$ cat src/sv/sbcd_pkg.sv
// sbcd_pkg: shared types, constants and the frame length function of the deframer
package sbcd_pkg;

	localparam logic [7:0] SYNC_BYTE  = 8'h9C;
	localparam logic [3:0] COUNT_MASK = 4'h0F;

	localparam logic [1:0] EV_FRAME_BYTE = 2'd0;
	localparam logic [1:0] EV_BAD_SYNC   = 2'd1;
	localparam logic [1:0] EV_TOO_LONG   = 2'd2;

	// command from front to back: one result, or a three result header burst
	typedef struct packed {
		logic        burst;
		logic [1:0]  ev;
		logic [7:0]  b0;
		logic [7:0]  b1;
		logic        last;
		logic [3:0]  idx;
		logic [10:0] len;
	} cmd_t;

	typedef struct packed {
		logic [1:0]  event_res;
		logic [7:0]  out_byte;
		logic        frame_first;
		logic        frame_last;
		logic [3:0]  frame_index;
		logic [10:0] frame_length;
		logic        run_last;
	} res_t;

	function automatic logic [10:0] sbc_frame_len(input logic [7:0] h1, input logic [7:0] bp);
		logic [4:0]  blocks;
		logic [1:0]  mode;
		logic        stereo;
		logic        subs8;
		logic [3:0]  hdr_len;
		logic [11:0] bb;
		logic [12:0] bits;
		logic [9:0]  bytes;
		blocks  = {1'b0, h1[5:4], 2'b00} + 5'd4;
		mode    = h1[3:2];
		stereo  = (mode != 2'd0);
		subs8   = h1[0];
		hdr_len = (subs8 && stereo) ? 4'd12 : ((subs8 || stereo) ? 4'd8 : 4'd6);
		bb      = 12'(blocks) * 12'(bp);
		if (mode < 2'd2) begin
			bits = stereo ? {bb, 1'b0} : {1'b0, bb};
		end else begin
			bits = {1'b0, bb} + ((mode == 2'd3) ? (subs8 ? 13'd8 : 13'd4) : 13'd0);
		end
		bytes = 10'((bits + 13'd7) >> 3);
		return 11'(hdr_len) + 11'(bytes);
	endfunction

endpackage

$ cat src/sv/sbcd_in_if.sv
// sbcd_in_if: input item channel carrying payload bytes
interface sbcd_in_if;
	logic        valid;
	logic        ready;
	logic [7:0]  data_byte;
	logic        packet_first;
	logic [15:0] packet_len;

	modport source(output valid, output data_byte, output packet_first, output packet_len,
		input ready);
	modport sink(input valid, input data_byte, input packet_first, input packet_len,
		output ready);
endinterface

$ cat src/sv/sbcd_out_if.sv
// sbcd_out_if: result item channel carrying frame bytes and error events
interface sbcd_out_if;
	logic        valid;
	logic        ready;
	logic [1:0]  event_res;
	logic [7:0]  out_byte;
	logic        frame_first;
	logic        frame_last;
	logic [3:0]  frame_index;
	logic [10:0] frame_length;
	logic        run_last;

	modport source(output valid, output event_res, output out_byte, output frame_first,
		output frame_last, output frame_index, output frame_length, output run_last,
		input ready);
	modport sink(input valid, input event_res, input out_byte, input frame_first,
		input frame_last, input frame_index, input frame_length, input run_last,
		output ready);
endinterface

$ cat src/sv/sbcd_front.sv
// sbcd_front: packet and frame tracking, classifies each item into a command
module sbcd_front import sbcd_pkg::*; (
	input  logic        clk,
	input  logic        arst_n,
	input  logic        cfg_we,
	input  logic        cfg_wdata,
	input  logic        accept,
	input  logic [7:0]  data_byte,
	input  logic        packet_first,
	input  logic [15:0] packet_len,
	output logic        push,
	output cmd_t        cmd
);

	localparam logic [1:0] PH_IDLE = 2'd0;
	localparam logic [1:0] PH_HDR  = 2'd1;
	localparam logic [1:0] PH_BODY = 2'd2;

	logic        sink_enable_q;
	logic [1:0]  phase_q, phase_d;
	logic [3:0]  frames_left_q, frames_left_d;
	logic [3:0]  done_q, done_d;
	logic [15:0] pkt_left_q, pkt_left_d;
	logic [7:0]  h1_q, h1_d;
	logic [1:0]  hcnt_q, hcnt_d;
	logic [10:0] fbl_q, fbl_d;
	logic [10:0] cur_len_q, cur_len_d;
	logic [10:0] len;
	logic [15:0] plen_m1;

	assign len     = sbc_frame_len(h1_q, data_byte);
	assign plen_m1 = (packet_len != 16'd0) ? packet_len - 16'd1 : 16'd0;

	always_comb begin
		phase_d       = phase_q;
		frames_left_d = frames_left_q;
		done_d        = done_q;
		pkt_left_d    = pkt_left_q;
		h1_d          = h1_q;
		hcnt_d        = hcnt_q;
		fbl_d         = fbl_q;
		cur_len_d     = cur_len_q;
		push          = 1'b0;
		cmd           = '0;
		cmd.idx       = done_q;
		if (accept) begin
			if (packet_first) begin
				pkt_left_d    = plen_m1;
				frames_left_d = data_byte[3:0] & COUNT_MASK;
				done_d        = '0;
				hcnt_d        = '0;
				fbl_d         = '0;
				cur_len_d     = '0;
				phase_d = (sink_enable_q && plen_m1 != 16'd0 && data_byte[3:0] != 4'd0) ?
					PH_HDR : PH_IDLE;
			end else if (phase_q == PH_IDLE || pkt_left_q == 16'd0) begin
				phase_d = PH_IDLE;
			end else begin
				pkt_left_d = pkt_left_q - 16'd1;
				case (phase_q)
					PH_HDR: begin
						case (hcnt_q)
							2'd0: begin
								if (data_byte != SYNC_BYTE) begin
									push    = 1'b1;
									cmd.ev  = EV_BAD_SYNC;
									phase_d = PH_IDLE;
								end else if (pkt_left_q == 16'd1) begin
									push    = 1'b1;
									cmd.ev  = EV_TOO_LONG;
									phase_d = PH_IDLE;
								end else begin
									hcnt_d = 2'd1;
								end
							end
							2'd1: begin
								h1_d = data_byte;
								if (pkt_left_q == 16'd1) begin
									push    = 1'b1;
									cmd.ev  = EV_TOO_LONG;
									phase_d = PH_IDLE;
								end else begin
									hcnt_d = 2'd2;
								end
							end
							default: begin
								push    = 1'b1;
								cmd.len = len;
								if (17'(len) > 17'(pkt_left_q) + 17'd2) begin
									cmd.ev  = EV_TOO_LONG;
									phase_d = PH_IDLE;
								end else begin
									cmd.burst = 1'b1;
									cmd.ev    = EV_FRAME_BYTE;
									cmd.b0    = h1_q;
									cmd.b1    = data_byte;
									cur_len_d = len;
									fbl_d     = len - 11'd3;
									hcnt_d    = '0;
									phase_d   = PH_BODY;
								end
							end
						endcase
					end
					default: begin
						fbl_d    = fbl_q - 11'd1;
						push     = 1'b1;
						cmd.ev   = EV_FRAME_BYTE;
						cmd.b0   = data_byte;
						cmd.len  = cur_len_q;
						cmd.last = (fbl_d == 11'd0);
						if (cmd.last) begin
							done_d        = done_q + 4'd1;
							frames_left_d = frames_left_q - 4'd1;
							hcnt_d        = '0;
							phase_d = (frames_left_d != 4'd0 && pkt_left_d != 16'd0) ?
								PH_HDR : PH_IDLE;
						end
					end
				endcase
			end
		end
	end

	always_ff @(posedge clk or negedge arst_n) begin
		if (!arst_n) begin
			sink_enable_q <= 1'b0;
			phase_q       <= PH_IDLE;
			frames_left_q <= '0;
			done_q        <= '0;
			pkt_left_q    <= '0;
			h1_q          <= '0;
			hcnt_q        <= '0;
			fbl_q         <= '0;
			cur_len_q     <= '0;
		end else begin
			if (cfg_we) begin
				sink_enable_q <= cfg_wdata;
			end
			phase_q       <= phase_d;
			frames_left_q <= frames_left_d;
			done_q        <= done_d;
			pkt_left_q    <= pkt_left_d;
			h1_q          <= h1_d;
			hcnt_q        <= hcnt_d;
			fbl_q         <= fbl_d;
			cur_len_q     <= cur_len_d;
		end
	end

	// body bytes still owed always fit in what the packet has left
	a_body_fits: assert property (@(posedge clk) disable iff (!arst_n)
		phase_q == PH_BODY |-> fbl_q != 11'd0 && {5'd0, fbl_q} <= pkt_left_q)
		else $error("frame body overruns packet");

endmodule

$ cat src/sv/sbcd_cmd_fifo.sv
// sbcd_cmd_fifo: short command queue between front and back
module sbcd_cmd_fifo import sbcd_pkg::*; #(
	parameter int DEPTH = 4
) (
	input  logic clk,
	input  logic arst_n,
	input  logic push,
	input  cmd_t push_cmd,
	input  logic pop,
	output cmd_t head,
	output logic empty,
	output logic full
);

	localparam int PW = (DEPTH > 1) ? $clog2(DEPTH) : 1;
	localparam int CW = $clog2(DEPTH + 1);

	cmd_t          mem_q [DEPTH];
	logic [PW-1:0] wr_ptr_q, rd_ptr_q;
	logic [CW-1:0] count_q;

	assign head  = mem_q[rd_ptr_q];
	assign empty = (count_q == CW'(0));
	assign full  = (count_q == CW'(DEPTH));

	always_ff @(posedge clk) begin
		if (push) begin
			mem_q[wr_ptr_q] <= push_cmd;
		end
	end

	always_ff @(posedge clk or negedge arst_n) begin
		if (!arst_n) begin
			wr_ptr_q <= '0;
			rd_ptr_q <= '0;
			count_q  <= '0;
		end else begin
			if (push) begin
				wr_ptr_q <= (wr_ptr_q == PW'(DEPTH - 1)) ? '0 : wr_ptr_q + PW'(1);
			end
			if (pop) begin
				rd_ptr_q <= (rd_ptr_q == PW'(DEPTH - 1)) ? '0 : rd_ptr_q + PW'(1);
			end
			if (push && !pop) begin
				count_q <= count_q + CW'(1);
			end else if (pop && !push) begin
				count_q <= count_q - CW'(1);
			end
		end
	end

	a_no_overflow: assert property (@(posedge clk) disable iff (!arst_n)
		push && !pop |-> !full)
		else $error("command queue overflow");

	a_no_underflow: assert property (@(posedge clk) disable iff (!arst_n)
		pop |-> !empty)
		else $error("command queue underflow");

endmodule

$ cat src/sv/sbcd_back.sv
// sbcd_back: expands queued commands into result items behind an output register
module sbcd_back import sbcd_pkg::*; (
	input  logic clk,
	input  logic arst_n,
	input  cmd_t head,
	input  logic empty,
	output logic pop,
	output logic out_valid,
	input  logic out_ready,
	output res_t out_res
);

	logic       valid_q;
	res_t       res_q;
	res_t       beat;
	logic [1:0] beat_q;
	logic       load;

	assign load      = !valid_q || out_ready;
	assign out_valid = valid_q;
	assign out_res   = res_q;

	always_comb begin
		beat.event_res    = head.ev;
		beat.out_byte     = head.b0;
		beat.frame_first  = 1'b0;
		beat.frame_last   = head.last;
		beat.frame_index  = head.idx;
		beat.frame_length = head.len;
		beat.run_last     = 1'b1;
		if (head.burst) begin
			beat.frame_last = 1'b0;
			case (beat_q)
				2'd0: begin
					beat.out_byte    = SYNC_BYTE;
					beat.frame_first = 1'b1;
					beat.run_last    = 1'b0;
				end
				2'd1: begin
					beat.out_byte = head.b0;
					beat.run_last = 1'b0;
				end
				default: beat.out_byte = head.b1;
			endcase
		end
	end

	assign pop = load && !empty && (!head.burst || beat_q == 2'd2);

	always_ff @(posedge clk) begin
		if (load && !empty) begin
			res_q <= beat;
		end
	end

	always_ff @(posedge clk or negedge arst_n) begin
		if (!arst_n) begin
			valid_q <= 1'b0;
			beat_q  <= '0;
		end else if (load) begin
			valid_q <= !empty;
			if (!empty) begin
				beat_q <= pop ? 2'd0 : beat_q + 2'd1;
			end
		end
	end

	// a burst in progress keeps its command at the queue head
	a_burst_held: assert property (@(posedge clk) disable iff (!arst_n)
		beat_q != 2'd0 |-> !empty && head.burst)
		else $error("burst lost its command");

endmodule

$ cat src/sv/sbc_media_packet_deframer_unit.sv
// sbc_media_packet_deframer_unit: top level of the A2DP SBC media payload deframer
// Takes one payload byte per cycle and splits each packet into SBC frames. Every
// accepted byte yields no result, one result, or, on the third header byte of a frame,
// three results (sync byte and both header bytes). Results leave at one per cycle from
// an output register while out_ch is ready; a queue of QUEUE_DEPTH commands between the
// byte classifier and the result generator soaks up header bursts, so the sustained rate
// is one byte per cycle while out_ch is ready, set by the output port. The input stalls
// only while that queue is full. sink_enable is sampled on a packet's count byte.
module sbc_media_packet_deframer_unit import sbcd_pkg::*; #(
	parameter int QUEUE_DEPTH = 4
) (
	input  logic       clk,
	input  logic       arst_n,
	input  logic       cfg_we,
	input  logic       cfg_wdata,
	sbcd_in_if.sink    in_ch,
	sbcd_out_if.source out_ch
);

	logic accept;
	logic push;
	cmd_t cmd;
	cmd_t head;
	logic empty;
	logic full;
	logic pop;
	res_t res;

	assign in_ch.ready = !full;
	assign accept      = in_ch.valid && !full;

	sbcd_front u_front (
		.clk          (clk),
		.arst_n       (arst_n),
		.cfg_we       (cfg_we),
		.cfg_wdata    (cfg_wdata),
		.accept       (accept),
		.data_byte    (in_ch.data_byte),
		.packet_first (in_ch.packet_first),
		.packet_len   (in_ch.packet_len),
		.push         (push),
		.cmd          (cmd)
	);

	sbcd_cmd_fifo #(.DEPTH(QUEUE_DEPTH)) u_fifo (
		.clk      (clk),
		.arst_n   (arst_n),
		.push     (push),
		.push_cmd (cmd),
		.pop      (pop),
		.head     (head),
		.empty    (empty),
		.full     (full)
	);

	sbcd_back u_back (
		.clk       (clk),
		.arst_n    (arst_n),
		.head      (head),
		.empty     (empty),
		.pop       (pop),
		.out_valid (out_ch.valid),
		.out_ready (out_ch.ready),
		.out_res   (res)
	);

	assign out_ch.event_res    = res.event_res;
	assign out_ch.out_byte     = res.out_byte;
	assign out_ch.frame_first  = res.frame_first;
	assign out_ch.frame_last   = res.frame_last;
	assign out_ch.frame_index  = res.frame_index;
	assign out_ch.frame_length = res.frame_length;
	assign out_ch.run_last     = res.run_last;

endmodule
$ cat src/flat_wrapper.sv
// flat-port wrapper written by rule: the top's interface ports become plain ports
module sbc_media_packet_deframer_unit_flat import sbcd_pkg::*;
#(
	parameter int QUEUE_DEPTH = 4
)
  (clk, arst_n, cfg_we, cfg_wdata, in_ch_valid, in_ch_data_byte, in_ch_packet_first, in_ch_packet_len, in_ch_ready, out_ch_valid, out_ch_event_res, out_ch_out_byte, out_ch_frame_first, out_ch_frame_last, out_ch_frame_index, out_ch_frame_length, out_ch_run_last, out_ch_ready);
  sbcd_in_if in_ch_i ();
  sbcd_out_if out_ch_i ();
  input  logic clk;
  input  logic arst_n;
  input  logic cfg_we;
  input  logic cfg_wdata;
  input wire logic [$bits(in_ch_i.valid)-1:0] in_ch_valid;
  input wire logic [$bits(in_ch_i.data_byte)-1:0] in_ch_data_byte;
  input wire logic [$bits(in_ch_i.packet_first)-1:0] in_ch_packet_first;
  input wire logic [$bits(in_ch_i.packet_len)-1:0] in_ch_packet_len;
  output wire logic [$bits(in_ch_i.ready)-1:0] in_ch_ready;
  output wire logic [$bits(out_ch_i.valid)-1:0] out_ch_valid;
  output wire logic [$bits(out_ch_i.event_res)-1:0] out_ch_event_res;
  output wire logic [$bits(out_ch_i.out_byte)-1:0] out_ch_out_byte;
  output wire logic [$bits(out_ch_i.frame_first)-1:0] out_ch_frame_first;
  output wire logic [$bits(out_ch_i.frame_last)-1:0] out_ch_frame_last;
  output wire logic [$bits(out_ch_i.frame_index)-1:0] out_ch_frame_index;
  output wire logic [$bits(out_ch_i.frame_length)-1:0] out_ch_frame_length;
  output wire logic [$bits(out_ch_i.run_last)-1:0] out_ch_run_last;
  input wire logic [$bits(out_ch_i.ready)-1:0] out_ch_ready;
  assign in_ch_i.valid = in_ch_valid;
  assign in_ch_i.data_byte = in_ch_data_byte;
  assign in_ch_i.packet_first = in_ch_packet_first;
  assign in_ch_i.packet_len = in_ch_packet_len;
  assign in_ch_ready = in_ch_i.ready;
  assign out_ch_valid = out_ch_i.valid;
  assign out_ch_event_res = out_ch_i.event_res;
  assign out_ch_out_byte = out_ch_i.out_byte;
  assign out_ch_frame_first = out_ch_i.frame_first;
  assign out_ch_frame_last = out_ch_i.frame_last;
  assign out_ch_frame_index = out_ch_i.frame_index;
  assign out_ch_frame_length = out_ch_i.frame_length;
  assign out_ch_run_last = out_ch_i.run_last;
  assign out_ch_i.ready = out_ch_ready;
  sbc_media_packet_deframer_unit #(.QUEUE_DEPTH(QUEUE_DEPTH)) u_core (.clk(clk), .arst_n(arst_n), .cfg_we(cfg_we), .cfg_wdata(cfg_wdata), .in_ch(in_ch_i), .out_ch(out_ch_i));
endmodule
$ cat config.mk
export PLATFORM = sky130hd
export DESIGN_NAME = sbc_media_packet_deframer_unit_flat
export DESIGN_NICKNAME = d
export VERILOG_FILES = /design/src/sv/sbcd_pkg.sv /design/src/sv/sbcd_in_if.sv /design/src/sv/sbcd_out_if.sv /design/src/sv/sbcd_front.sv /design/src/sv/sbcd_cmd_fifo.sv /design/src/sv/sbcd_back.sv /design/src/sv/sbc_media_packet_deframer_unit.sv /design/src/flat_wrapper.sv
export SDC_FILE = /design/constraint.sdc
export NUM_CORES = 1
export LEC_CHECK = 0
export ABC_AREA = 1
export BUFFER_PORTS_ARGS = -buffer_cell sky130_fd_sc_hd__buf_2
export CELL_PAD_IN_SITES_DETAIL_PLACEMENT = 0
export CELL_PAD_IN_SITES_GLOBAL_PLACEMENT = 1
export CORE_MARGIN = 10
export CORE_UTILIZATION = 35
export CTS_CLUSTER_DIAMETER = 50
export DETAILED_ROUTE_END_ITERATION = 8
export PLACE_DENSITY = 0.68
export SYNTH_ARGS = -nofsm -noshare
export SYNTH_HDL_FRONTEND = slang
export SYNTH_SLANG_ARGS = --single-unit
$ cat constraint.sdc
create_clock -name clk -period 12.5 [get_ports clk]
set_input_delay 3.75 -clock clk [delete_from_list [all_inputs] [get_ports clk]]
set_output_delay 3.75 -clock clk [all_outputs]
set_load 0.02 [all_outputs]
==> results of run 1 <==
[power breakdown]
group | switching, W | internal, W
combinational | 0.00164 | 0.000774
sequential | 0.000109 | 0.00105
clock | 0.000344 | 0.000597
[worst min-delay path by stage]
stage                              start                        end  slack, ns  cells past startpoint
3_3_place_gp    u_core.u_front.hcnt_q[0]   u_core.u_front.hcnt_q[0]       0.49                      2
6_report        u_core.u_front.fbl_q[10]   u_core.u_front.fbl_q[10]       0.51                      2
5_1_grt        u_core.u_front.phase_q[1]  u_core.u_front.phase_q[1]       0.53                      2
3_5_place_dp   u_core.u_front.phase_q[1]  u_core.u_front.phase_q[1]       0.50                      2
4_1_cts        u_core.u_front.phase_q[1]  u_core.u_front.phase_q[1]       0.51                      2
2_1_floorplan  u_core.u_front.phase_q[1]  u_core.u_front.phase_q[1]       0.47                      2
[tightest hold or removal path: stages (launching register included)]
cell and delay (ns):
dfrtp_1 0.37, nand2_1 0.06, nand2_1 0.05
[placed cells by master (no fill, tap or decap), types with 4 or more instances in the layout]
cell type / netlist / final
o21ai_0: 144 / 144
bufinv_16: 0 / 6
inv_8: 0 / 5
o21ai_1: 6 / 6
nor4_1: 11 / 11
clkbuf_16: 0 / 31
a22oi_1: 7 / 7
dfrtp_1: 69 / 68
buf_2: 4 / 59
nor2_2: 9 / 9
xnor2_1: 8 / 8
o211ai_1: 5 / 5
nand4_1: 15 / 15
clkbuf_1: 40 / 5
or2_2: 4 / 4
clkinv_1: 2 / 4
fa_1: 10 / 10
nand2_2: 19 / 19
inv_2: 20 / 20
nand3_2: 4 / 4
edfxtp_1: 168 / 168
ha_1: 59 / 59
buf_4: 1 / 14
a31oi_1: 7 / 6
nor2_1: 199 / 195
nor3_1: 7 / 7
xor2_1: 33 / 33
nor2_4: 9 / 13
a21oi_1: 49 / 49
nand2_1: 272 / 272
inv_1: 175 / 175
o22ai_1: 44 / 44
nand3_1: 77 / 77
[metal layers]
metal | global-route usage, % | vias up | wire [um]
met5 | 0 | - | 0
li1 | - | 5194 | -
met2 | 24.6 | 157 | 16100
met3 | 1.89 | 41 | 1190
met1 | 18.0 | 4822 | 15500
met4 | 3.85 | 0 | 726
[stage by stage]
step	area, um2	instances	power [W]	hold slack (ns)
after floorplan	13400	1510	0.00296	0.467
after global placement	14300	2046	0.00359	0.492
after detailed placement	14300	2046	0.00361	0.498
after CTS	15400	2102	0.00457	0.512
after global routing	15400	2102	0.00493	0.531
final	15400	2102	0.00451	0.509
[registers in the layout (all words and copies together), names as in the netlist, 4 cells and up]
signal                        cells
u_core.u_front.done_q             4
u_core.u_front.h1_q               8
u_core.u_front.frames_left_q      4
u_core.u_front.cur_len_q         11
u_core.u_front.pkt_left_q        16
u_core.u_back.out_res            28
u_core.u_fifo.mem_q             140
u_core.u_front.fbl_q             11
[area by class of cell]
cell class,instances,share of cell area [%]
clock buffers,38,5.35
clock inverters,18,1.84
inverters,197,4.81
multi-input cells,1028,37.2
flip-flops and latches,237,44.1
well taps,511,4.16
repair buffers,73,2.61
[logic make-up (layout without fill, tap and decap cells)]
| logic type | count (synthesis) | in the layout | share of synthesized area (%) |
|---|---|---|---|
| mux | 1 | 1 | 0.0843 |
| compound gates | 280 | 280 | 11.7 |
| buf+inv | 245 | 326 | 6.95 |
| fa+ha+maj | 69 | 69 | 7.02 |
| flops | 237 | 237 | 50.7 |
| simple gates | 637 | 637 | 20.9 |
| xor+xnor | 41 | 41 | 2.69 |
==> impl_metrics.toml, run 1 <==
[clock_network]
postCtsSetupRepairBufs = 0
hold_buffers = 0
clk_path_buf_depth = 3
cts_resized = 0
clkLatencyLatePin_ns = 0.55
cts_made_buffers = 30
h-tree-depth = 1
clk_pin_slew_worst_paths_ns = 0.06
cts_tree = "built"
root_buffer = "clkbuf_16"
cts_num_sinks = 237

[setup_path]
cp.required_ns = 12.96
cp_common_cell = "nand2_1"
crit_path_max_fanout = 11
cp.depth = 41
path_class = "in2reg"
critPathLaunchType = "primary input"
worst_path_largest_cell_delay_ns = 0.62
timing.rr.end = "u_core.u_front.fbl_q[4]"
critPathSlowestCell = "a21oi_1"
path_buf_inv = 10
crit_start = "in_ch_data_byte[2]"
cp_top_family = "adder cells"
end_kind = "flop"
rrSetupSlack_ns = 5.35
ff2ff_path_depth = 41
cp.arrival_ns = 9.99
reg2reg_from = "u_core.u_front.h1_q[4]"
critPathCapture = "u_core.u_front.fbl_q[4]"

[yosys]
netlist_instances = 1510
yosys-top-cells-area = "edfxtp_1, dfrtp_1, nand2_1"
synth_seq_area_share_pct = 50.7
synth_warnings = 0
synthDistinctLibCells = 55
synth_top_area_cell = "edfxtp_1"
synth_top_area_share_pct = 37.7
synth.most_common_cell = "nand2_1"
synth_edf_count = 168
synthTopCellsByCount = "nand2_1, nor2_1, inv_1, edfxtp_1, o21ai_0"
synth_fp_nets = 1610
ys_seq_elements = 237
synth.cell_area_um2 = 13400
synth_ff_type = "edfxtp_1"
async_flop_share_pct = 29.1
syn_area_per_cell_um2 = 8.85

[global_routing]
grtUsageTotal_pct = 14.1
grt_max_degree = 73
grt_overflow = 0
grt_pass1_vias = 10017
antenna_found_initial = 0
grt_pass1_wl_mm = 54.0

[route]
wirelength_mm = 33.6
avgViaCountPerCell = 4.86
drc = 0
drtPass1Iterations = 5
drt_iter0_drc = 589
postRouteAntennaNets = 0
via_count = 10214
avgRoutedWirePerCell_um = 16.0

[place]
gp_congestion = 0.815
port_buffers = 60
dp_hpwl_mm = 23.4
post-place-ws_ns = 2.47

[die]
row_count = 71
die_area_um2 = 46400
io_pins = 61
start_util_pct = 35.5
core_um2 = 37700
fp.dieW_um = 215
die_y_um = 215

[layout]
ff_latch_area_um2 = 6770
fillers = 3779
syn2layout_area_growth_pct = 15.0
fin_util_pct = 40.8
num_antenna_cells = 0
multi_input_area_um2 = 5710
layout-drive-gt1-share_pct = 12.7
final_nets = 1667

[job]
cap_viol_max_count = 0

[pwr]
vdd_ir_drop_max_v = 0.000126
leakage_nw = 6.54
power_density_nw_per_um2 = 294

[run_status]
outcome = "completed"

[timing]
finalHoldViolCount = 0
tightest_slew_ns = 1.10
slew_headroom_pct = 26.3
setup_slack_ns = 2.98
setup_viol = 0
period_share_pct = 76.2
fin_tns_setup_ns = 0
rsz0062_at_grt = "no"
fmax_mhz = 105
final_max_slew_viol_count = 0
skew_ns = 0.0185
period_needed_ns = 9.52

[worst_hold_path]
hold_path.class = "reg2reg"
Power figures use the tool's default switching activity.
==> run 2: changes to the inputs <==
Clock period 12.5 ns to 8.98 ns, I/O delays scaled along.
==> impl_metrics.toml, run 2 (synthesis results as in run 1) <==
[run_status]
outcome = "completed"

[clock_network]
clk_path_buf_depth = 3
clkLatencyLatePin_ns = 0.55
cts_made_buffers = 30
cts_resized = 0
cts_num_sinks = 237
h-tree-depth = 1
clk_pin_slew_worst_paths_ns = 0.06
postCtsSetupRepairBufs = 0
root_buffer = "clkbuf_16"
cts_tree = "built"
hold_buffers = 0

[setup_path]
cp_common_cell = "nand2_1"
cp.arrival_ns = 8.47
end_kind = "flop"
worst_path_largest_cell_delay_ns = 0.55
critPathLaunchType = "primary input"
path_class = "in2reg"
cp.required_ns = 9.29
ff2ff_path_depth = 39
cp_top_family = "adder cells"
path_buf_inv = 10
crit_path_max_fanout = 18
critPathSlowestCell = "fa_1"
rrSetupSlack_ns = 2.12
cp.depth = 39

[route]
avgRoutedWirePerCell_um = 16.0
avgViaCountPerCell = 4.89
drt_iter0_drc = 619
postRouteAntennaNets = 0
wirelength_mm = 33.6
drc = 0
drtPass1Iterations = 5
via_count = 10295

[pwr]
leakage_nw = 6.50
power_density_nw_per_um2 = 406
vdd_ir_drop_max_v = 0.000170
power_w = 0.00621

[die]
fp.dieW_um = 215
start_util_pct = 35.5
core_um2 = 37700
die_area_um2 = 46400
io_pins = 61
row_count = 71
die_y_um = 215

[timing]
slew_headroom_pct = 29.5
final_max_slew_viol_count = 0
period_needed_ns = 8.16
fmax_mhz = 123
rsz0062_at_grt = "no"
skew_ns = 0.0283
period_share_pct = 90.9
tightest_slew_ns = 1.05
finalHoldViolCount = 0
setup_viol = 0
fin_tns_setup_ns = 0
setup_slack_ns = 0.819

[layout]
layout-drive-gt1-share_pct = 13.1
num_antenna_cells = 0
final_nets = 1671
largest_reg_flops = 140
mostFrequentLayoutCells = "nand2_1, nor2_1, inv_1"
top_register = "u_core.u_fifo.mem_q"
syn2layout_area_growth_pct = 14.3
final_common_cell = "nand2_1"

[global_routing]
grtUsageTotal_pct = 14.3
grt_pass1_vias = 9974
grt_pass1_wl_mm = 54.6
grt_overflow = 0
antenna_found_initial = 0
grt_max_degree = 70

[worst_hold_path]
hold_path.class = "reg2reg"
min_path_cells = 2

[place]
gp_congestion = 0.859
port_buffers = 60
post-place-ws_ns = 0.284
dp_hpwl_mm = 23.4

[job]
cap_viol_max_count = 0
==> run 2: cell count changes in the layout (fill, tap and decap cells not counted), sizes merged <==
cell	delta
bufinv	-5
buf	+4
clkinv	+4
clkinvlp	+3
clkbuf	-1
inv	-1
==> run 2: report_power, final <==
group / total, W / internal (W) / switching, W
sequential: 0.00162 / 0.00146 / 0.000157
combinational: 0.00342 / 0.00110 / 0.00233
clock: 0.00116 / 0.000682 / 0.000482
total: 0.00621 / 0.00324 / 0.00297
==> run 2: worst min-delay path, delay by kind of cell (launching register included) <==
kind,cells,cell delay [ns]
flip-flops,1,0.36
AND/OR/NAND/NOR,2,0.12
==> run 2: metal layers <==
| metal | global-route usage [%] | part of all wire (%) | wire [um] | up-vias |
|---|---|---|---|---|
| met4 | 2.86 | 1.4 | 487 | 0 |
| met5 | 0 | 0 | 0 | - |
| li1 | - | - | - | 5218 |
| met3 | 1.64 | 4.1 | 1380 | 32 |
| met1 | 19.1 | 46 | 15600 | 4850 |
| met2 | 24.4 | 48 | 16100 | 195 |
==> run 2: cell type report <==
| type | count | area, um2 |
|---|---|---|
| Fill cell | 3815 | 22400 |
| Sequential cell | 237 | 6770 |
| Multi-Input combinational cell | 1028 | 5710 |
| Clock buffer | 37 | 807 |
| Inverter | 197 | 739 |
| Tap cell | 511 | 639 |
| Timing Repair Buffer | 77 | 430 |
| Clock inverter | 19 | 183 |
==> run 2: final timing paths <==
kind / to / startpoint
max in group asynchronous: u_core.u_fifo.rd_ptr_q[0] / arst_n
max reg2reg: u_core.u_fifo.mem_q[3][16] / u_core.u_front.h1_q[4]
min in group asynchronous: u_core.u_back.out_valid / arst_n
min reg2reg: u_core.u_front.fbl_q[10] / u_core.u_front.fbl_q[10]
min: u_core.u_front.fbl_q[10] / u_core.u_front.fbl_q[10]
max: u_core.u_fifo.mem_q[3][16] / in_ch_data_byte[2]
==> run 2: per-stage QoR <==
step | utilization, % | hold slack, ns | area, um2 | std cells
4_1_cts | 40.6 | 0.518 | 15300 | 2106
3_3_place_gp | 37.9 | 0.488 | 14300 | 2050
5_1_grt | 40.6 | 0.542 | 15300 | 2106
2_1_floorplan | - | 0.467 | 13400 | 1510
6_report | 40.6 | 0.510 | 15300 | 2106
3_5_place_dp | 37.9 | 0.495 | 14300 | 2050
